<file path="config.mk">
export PLATFORM = sky130hd
export DESIGN_NAME = adrp_add_reference_scanner_unit
export DESIGN_NICKNAME = d
export VERILOG_FILES = /design/src/design/adrp_pkg.sv /design/src/design/adrp_front.sv /design/src/design/adrp_queue.sv /design/src/design/adrp_back.sv /design/src/design/adrp_add_reference_scanner_unit.sv
export SDC_FILE = /design/constraint.sdc
export NUM_CORES = 1
export LEC_CHECK = 0
export ABC_AREA = 1
export BUFFER_PORTS_ARGS = -buffer_cell sky130_fd_sc_hd__buf_2
export CORE_UTILIZATION = 65
export CTS_CLUSTER_DIAMETER = 80
export DETAILED_ROUTE_END_ITERATION = 6
export HOLD_SLACK_MARGIN = 0.1
export PLACE_DENSITY = 0.85
export SLEW_MARGIN = 20
export SYNTH_ARGS = -nofsm -noshare
export SYNTH_HDL_FRONTEND = slang
export SYNTH_SLANG_ARGS = --single-unit
</file>
<file path="constraint.sdc">
create_clock -name clk -period 9.5 [get_ports clk]
set_input_delay 0.475 -clock clk [delete_from_list [all_inputs] [get_ports clk]]
set_output_delay 0.475 -clock clk [all_outputs]
set_load 0.05 [all_outputs]
</file>
<file path="src/design/adrp_pkg.sv">
// shared types and constants of the adrp add reference scanner
// no dependencies
package adrp_pkg;

  localparam logic [31:0] ADRP_MASK  = 32'h9F00_0000;
  localparam logic [31:0] ADRP_MATCH = 32'h9000_0000;
  localparam logic [31:0] ADD_MASK   = 32'h7F80_0000;
  localparam logic [31:0] ADD_MATCH  = 32'h1100_0000;

  localparam logic [1:0] STATUS_NONE   = 2'd0;
  localparam logic [1:0] STATUS_UNIQUE = 2'd1;
  localparam logic [1:0] STATUS_AMBIG  = 2'd2;

  localparam logic REG_REGION_BASE = 1'b0;
  localparam logic REG_TARGET      = 1'b1;

  localparam int QUEUE_DEPTH = 2;
  localparam int QPTR_W      = $clog2(QUEUE_DEPTH);

  typedef struct packed {
    logic [63:0] pc;
    logic        is_adrp;
    logic [4:0]  rd;
    logic [20:0] adrp_imm;
    logic        is_add;
    logic [4:0]  rn;
    logic [23:0] add_imm;
    logic        last;
  } entry_t;

endpackage

</file>
<file path="src/design/adrp_front.sv">
// front part: accepts instruction words, forms the word address and decodes
// depends on adrp_pkg
module adrp_front #(
  parameter int COUNT_WIDTH = 32
) (
  input  logic             clk,
  input  logic             rst,
  input  logic             take,
  input  logic [31:0]      instruction_word,
  input  logic             final_word,
  input  logic [63:0]      region_base,
  output adrp_pkg::entry_t entry
);
  import adrp_pkg::*;

  logic [COUNT_WIDTH-1:0] word_count;
  logic [11:0]            add_field;

  always_ff @(posedge clk) begin
    if (rst) begin
      word_count <= '0;
    end else if (take) begin
      if (final_word) begin
        word_count <= '0;
      end else begin
        word_count <= word_count + 1'b1;
      end
    end
  end

  assign add_field = instruction_word[21:10];

  always_comb begin
    entry          = '0;
    entry.pc       = region_base + (64'(word_count) << 2);
    entry.is_adrp  = (instruction_word & ADRP_MASK) == ADRP_MATCH;
    entry.rd       = instruction_word[4:0];
    entry.adrp_imm = {instruction_word[23:5], instruction_word[30:29]};
    entry.is_add   = (instruction_word & ADD_MASK) == ADD_MATCH;
    entry.rn       = instruction_word[9:5];
    entry.add_imm  = instruction_word[22] ? {add_field, 12'h000} : {12'h000, add_field};
    entry.last     = final_word;
  end

endmodule

</file>
<file path="src/design/adrp_queue.sv">
// short queue of decoded words between front and back parts
// depends on adrp_pkg
module adrp_queue (
  input  logic             clk,
  input  logic             rst,
  input  logic             wr_en,
  input  adrp_pkg::entry_t wr_data,
  output logic             full,
  input  logic             rd_en,
  output adrp_pkg::entry_t rd_data,
  output logic             valid
);
  import adrp_pkg::*;

  entry_t            slots [QUEUE_DEPTH];
  logic [QPTR_W-1:0] wr_ptr;
  logic [QPTR_W-1:0] rd_ptr;
  logic [QPTR_W:0]   fill;

  assign full    = fill == (QPTR_W+1)'(QUEUE_DEPTH);
  assign valid   = fill != '0;
  assign rd_data = slots[rd_ptr];

  always_ff @(posedge clk) begin
    if (wr_en) begin
      slots[wr_ptr] <= wr_data;
    end
  end

  always_ff @(posedge clk) begin
    if (rst) begin
      wr_ptr <= '0;
      rd_ptr <= '0;
      fill   <= '0;
    end else begin
      if (wr_en) begin
        wr_ptr <= (wr_ptr == QPTR_W'(QUEUE_DEPTH - 1)) ? '0 : wr_ptr + 1'b1;
      end
      if (rd_en) begin
        rd_ptr <= (rd_ptr == QPTR_W'(QUEUE_DEPTH - 1)) ? '0 : rd_ptr + 1'b1;
      end
      if (wr_en && !rd_en) begin
        fill <= fill + 1'b1;
      end else if (rd_en && !wr_en) begin
        fill <= fill - 1'b1;
      end
    end
  end

endmodule

</file>
<file path="src/design/adrp_back.sv">
// back part: page arithmetic, pair check, hit counting and result register
// depends on adrp_pkg
module adrp_back (
  input  logic             clk,
  input  logic             rst,
  input  logic             q_valid,
  input  adrp_pkg::entry_t q_data,
  output logic             q_take,
  input  logic [63:0]      target_address,
  output logic [63:0]      reference_address,
  output logic [1:0]       match_status,
  output logic             empty,
  input  logic             pop
);
  import adrp_pkg::*;

  logic        pending;
  logic [4:0]  pend_rd;
  logic [63:0] pend_page;
  logic [63:0] pend_pc;
  logic [1:0]  hit_count;
  logic [63:0] hit_addr;
  logic        out_valid;

  logic        out_free;
  logic [63:0] page;
  logic        pair_hit;
  logic [1:0]  hit_count_next;
  logic [63:0] hit_addr_next;

  assign out_free = !out_valid || pop;
  assign q_take   = q_valid && (!q_data.last || out_free);
  assign empty    = !out_valid;

  assign page = {q_data.pc[63:12], 12'h000}
              + {{31{q_data.adrp_imm[20]}}, q_data.adrp_imm, 12'h000};

  assign pair_hit = pending && q_data.is_add && (q_data.rn == pend_rd)
                 && ((pend_page + 64'(q_data.add_imm)) == target_address);

  always_comb begin
    hit_count_next = hit_count;
    hit_addr_next  = hit_addr;
    if (pair_hit) begin
      if (hit_count == 2'd0) begin
        hit_addr_next = pend_pc;
      end
      if (hit_count != 2'd2) begin
        hit_count_next = hit_count + 2'd1;
      end
    end
  end

  always_ff @(posedge clk) begin
    if (rst) begin
      pending   <= 1'b0;
      hit_count <= 2'd0;
      out_valid <= 1'b0;
    end else begin
      if (q_take && q_data.last) begin
        out_valid <= 1'b1;
      end else if (pop && out_valid) begin
        out_valid <= 1'b0;
      end
      if (q_take) begin
        if (q_data.last) begin
          pending   <= 1'b0;
          hit_count <= 2'd0;
        end else begin
          pending   <= q_data.is_adrp && (page != 64'd0);
          hit_count <= hit_count_next;
        end
      end
    end
  end

  always_ff @(posedge clk) begin
    if (q_take) begin
      pend_rd   <= q_data.rd;
      pend_page <= page;
      pend_pc   <= q_data.pc;
      hit_addr  <= hit_addr_next;
      if (q_data.last) begin
        case (hit_count_next)
          2'd0: begin
            reference_address <= 64'd0;
            match_status      <= STATUS_NONE;
          end
          2'd1: begin
            reference_address <= hit_addr_next;
            match_status      <= STATUS_UNIQUE;
          end
          default: begin
            reference_address <= 64'd0;
            match_status      <= STATUS_AMBIG;
          end
        endcase
      end
    end
  end

endmodule

</file>
<file path="src/design/adrp_add_reference_scanner_unit.sv">
// path: a word is decoded and written into the queue when it is accepted, and later taken by the pair
// stage; the result of a final word is registered when the pair stage takes it from the queue
// throughput: one word per cycle; a final word waits in the queue while an earlier result
// is not popped, and the input stalls once the two queue slots fill
// reset: synchronous rst clears the word count, queue, scan state, result valid flag and
// both configuration registers; no clearing pass
module adrp_add_reference_scanner_unit #(
  parameter int COUNT_WIDTH = 32
) (
  input  logic        clk,
  input  logic        rst,
  input  logic        psel,
  input  logic        penable,
  input  logic        pwrite,
  input  logic [3:0]  paddr,
  input  logic [63:0] pwdata,
  output logic [63:0] prdata,
  output logic        pready,
  input  logic [31:0] instruction_word,
  input  logic        final_word,
  input  logic        push,
  output logic        full,
  output logic [63:0] reference_address,
  output logic [1:0]  match_status,
  output logic        empty,
  input  logic        pop
);
  import adrp_pkg::*;

  logic [63:0] region_base;
  logic [63:0] target_address;
  logic        cfg_write;
  logic        in_take;
  logic        q_valid;
  logic        q_take;
  entry_t      front_entry;
  entry_t      q_data;

  assign pready    = 1'b1;
  assign cfg_write = psel && penable && pwrite && pready;
  assign in_take   = push && !full;

  always_ff @(posedge clk) begin
    if (rst) begin
      region_base    <= 64'd0;
      target_address <= 64'd0;
    end else if (cfg_write) begin
      case (paddr[3])
        REG_REGION_BASE: region_base    <= pwdata;
        REG_TARGET:      target_address <= pwdata;
        default:         region_base    <= region_base;
      endcase
    end
  end

  always_comb begin
    case (paddr[3])
      REG_REGION_BASE: prdata = region_base;
      REG_TARGET:      prdata = target_address;
      default:         prdata = 64'd0;
    endcase
  end

  adrp_front #(
    .COUNT_WIDTH(COUNT_WIDTH)
  ) u_front (
    .clk              (clk),
    .rst              (rst),
    .take             (in_take),
    .instruction_word (instruction_word),
    .final_word       (final_word),
    .region_base      (region_base),
    .entry            (front_entry)
  );

  adrp_queue u_queue (
    .clk     (clk),
    .rst     (rst),
    .wr_en   (in_take),
    .wr_data (front_entry),
    .full    (full),
    .rd_en   (q_take),
    .rd_data (q_data),
    .valid   (q_valid)
  );

  adrp_back u_back (
    .clk               (clk),
    .rst               (rst),
    .q_valid           (q_valid),
    .q_data            (q_data),
    .q_take            (q_take),
    .target_address    (target_address),
    .reference_address (reference_address),
    .match_status      (match_status),
    .empty             (empty),
    .pop               (pop)
  );

endmodule

</file>
==> results.yml <==
critical_path:
  critPathSlowestCell: "dfxtp_4"
  slowest_delay_ps: 840
  crit_path_max_fanout: 65
  cp.arrival_ps: 7120
  crit_top_cell: "nand2_1"
  setup.worst_path.class: "reg2reg"
  critPathLaunchType: "register"
  end_kind: "register"
  crit_required_ps: 9960
timing:
  setup-tns-final_ps: 0
  finalClockSkew_ps: 30.9
  fin_crit_sh: 0.700
  period_minus_slack_ps: 6650
  slew_viol_final: 0
  finalHoldViolations: 0
  tightest_slew_ps: 992
  max_freq_ghz: 0.150
  relSlewSlack: 0.334
  setup_violations: 0
  rsz0062_at_grt: "false"
synth:
  syn_avg_cell_area_um2: 8.08
  ys_types: 48
  yosys_warnings: 0
  ys.flop_type: "edfxtp_1"
  synth_edf_count: 485
  syn-num-nets: 4581
  synth.ff_latch_count: 654
  yosysSeqAreaShare: 0.508
  syn_area_mm2: 0.0353
  syn_inst: 4371
  async_flop_share: 0
power_and_ir_drop:
  power_frac_clock: 0.219
  power_mw: 12.2
  intPower_mw: 6.92
  power.share.combinational: 0.425
  cellLeakagePower_nw: 17.9
  ir_worst_vdd_v: 0.000213
  p_per_area_mw_per_mm2: 308
  swShare: 0.432
  power_switching_mw: 5.27
  sequentialPowerShare: 0.356
placement:
  gp_congestion: 1.02
  hpwl_um: 75400
  portBuffers: 236
die:
  num_rows: 85
  io_pins: 241
  core-area_mm2: 0.0537
  die_w_um: 235
  die_height_um: 235
  initial_core_util: 0.657
  die-area_mm2: 0.0553
flow_run:
  cap_violations: 0
final_layout:
  final_util: 0.738
  seq_area_mm2: 0.0180
  nFillCells: 3984
  multi_input_area_mm2: 0.0146
  drive_gt1_frac: 0.0866
  syn_to_final_growth_pct: 12.3
  nNetsFinal: 4836
grt:
  grt_pass1_vias: 28900
  grt_overflow_total: 0
  grt_pass1_wl_um: 158000
  grt_max_degree: 93
  grt_usage: 0.373
  antenna_found_initial: 1
run_status:
  violations: "antenna rules"
  status: "finished, violations left"
cts:
  cts_root_buf: "clkbuf_16"
  cts_resized: 0
  clock_path_buffers: 3
  htreeDepth: 3
  clk_pin_slew_worst_paths_ps: 70
  cts_made_buffers: 67
  clock_latency_ps: 630
  cts_tree: "built"
  cts_num_sinks: 654
hold_path:
  min_path_type: "in2reg"
route:
  drt-initial-drc-count: 3318
  drcViolationCount: 0
  dr.pass1.iters: 6
  vias: 30900
  avgRoutedWirePerCell_um: 19.3
  vias_per_cell: 5.75
  antenna_left: 1
  drt_wl_total_um: 104000
## per-layer routing
layer,routed length (µm),share of wire,GRT usage
met5,13,0.00013,0
met2,47000,0.45,0.592
met1,41400,0.40,0.513
met3,12200,0.12,0.0712
met4,3220,0.031,0.129
## logic make-up (layout without fill, tap and decap cells)
logic type / after synthesis / after routing / share of synthesized area
other: 1 / 6 / 0.000106
AO/OA/AOI/OAI: 539 / 539 / 0.0797
buffers and inverters: 710 / 1017 / 0.0799
adder cells (fa/ha/maj): 102 / 102 / 0.0368
flip-flops: 654 / 654 / 0.508
AND/OR/NAND/NOR: 2248 / 2248 / 0.265
XOR/XNOR: 117 / 117 / 0.0298
## synthesized netlist by cell type (9+ instances only)
master,number,share of area
nand2_1,1285,0.14
inv_1,590,0.063
nor2_1,533,0.057
edfxtp_1,485,0.41
o21ai_0,272,0.039
a21oi_1,215,0.030
nand3_1,181,0.026
dfxtp_1,169,0.096
ha_1,99,0.035
nand3b_1,90,0.019
xor2_1,84,0.021
clkbuf_1,75,0.0080
nor3_1,58,0.0082
nand4_1,50,0.0089
xnor2_1,31,0.0077
buf_6,19,0.0061
nor2_2,17,0.0030
o21a_1,12,0.0026
a21o_1,10,0.0021
buf_1,9,0.00096
nor4_1,9,0.0016
## worst paths after layout
| path | from | cells past startpoint | to | slack [ps] |
|---|---|---|---|---|
| setup / recovery | register | 25 | u_back.reference_address[9] | 2850 |
| hold / removal | pwdata[50] | 3 | target_address[50] | 120 |
| setup reg to reg | register | 25 | u_back.reference_address[9] | 2850 |
| hold reg to reg | u_queue.rd_ptr | 1 | register | 470 |
## sequential cells by signal (all words and copies together), names as in the netlist, 2 cells and up, named ones only
| name | count |
|---|---|
| u_back.pend_pc | 64 |
| target_address | 64 |
| u_back.match_status | 2 |
| u_queue.slots | 234 |
| u_back.hit_addr | 64 |
| u_front.word_count | 32 |
| u_back.pend_page | 52 |
| u_back.pend_rd | 5 |
| u_back.hit_count | 2 |
| u_back.reference_address | 64 |
| region_base | 64 |
| u_queue.fill | 2 |
## area by class of cell
class	instances	area share
inverters	598	0.0568
well taps	696	0.0220
repair buffers	298	0.0441
flip-flops and latches	654	0.453
clock buffers	90	0.0474
clock inverters	31	0.00874
multi-input cells	3007	0.368
diodes	5	0.000316
## stage by stage
step | instances | cell area (µm²) | setup WS, ps | hold slack, ps
global placement | 5212 | 37000 | 3040 | 423
floorplan | 4371 | 35300 | 3410 | 426
finish | 5379 | 39600 | 2850 | 122
detailed placement | 5212 | 37000 | 2860 | 454
global route | 5374 | 39600 | 2410 | 123
CTS | 5374 | 39600 | 2780 | 103
## what timing repair did
action,4_1_cts,5_1_grt
buffers inserted,0,0
hold endpoints to repair,65,0
hold buffers,41,0
## power groups by stage
stage          clock [mW]  sequential, mW  combinational [mW]
2_1_floorplan           0            4.60                3.32
3_3_place_gp            0            4.35                4.92
3_5_place_dp            0            4.36                5.00
4_1_cts              2.68            4.33                5.07
5_1_grt              2.78            4.39                5.66
6_report             2.67            4.34                5.19
## placed cells by master, fill, tap and decap left out, drive strengths merged, types with 6 or more instances in the layout
| cell type | instances |
|---|---|
| ha | 99 |
| edfxtp | 485 |
| a21o | 10 |
| xor2 | 84 |
| a21oi | 215 |
| buf | 257 |
| nor4 | 9 |
| a21boi | 6 |
| o21ai | 276 |
| a31oi | 7 |
| nand3b | 90 |
| nand3 | 185 |
| dfxtp | 169 |
| nand4 | 50 |
| nor3 | 60 |
| clkbuf | 90 |
| or2 | 9 |
| xnor2 | 31 |
| nor2 | 550 |
| inv | 601 |
| clkinv | 22 |
| nand2 | 1286 |
| dlygate4sd3 | 41 |
| o21a | 12 |
| o21bai | 6 |
## worst max-delay path: cells and delay by family (launching register included)
kind / cells / cell delay, ps
simple gates: 17 / 2950
flops: 1 / 840
fa+ha+maj: 2 / 720
buf+inv: 5 / 1730
xor+xnor: 1 / 150
Note: power is estimated with default switching activity, not from simulation.
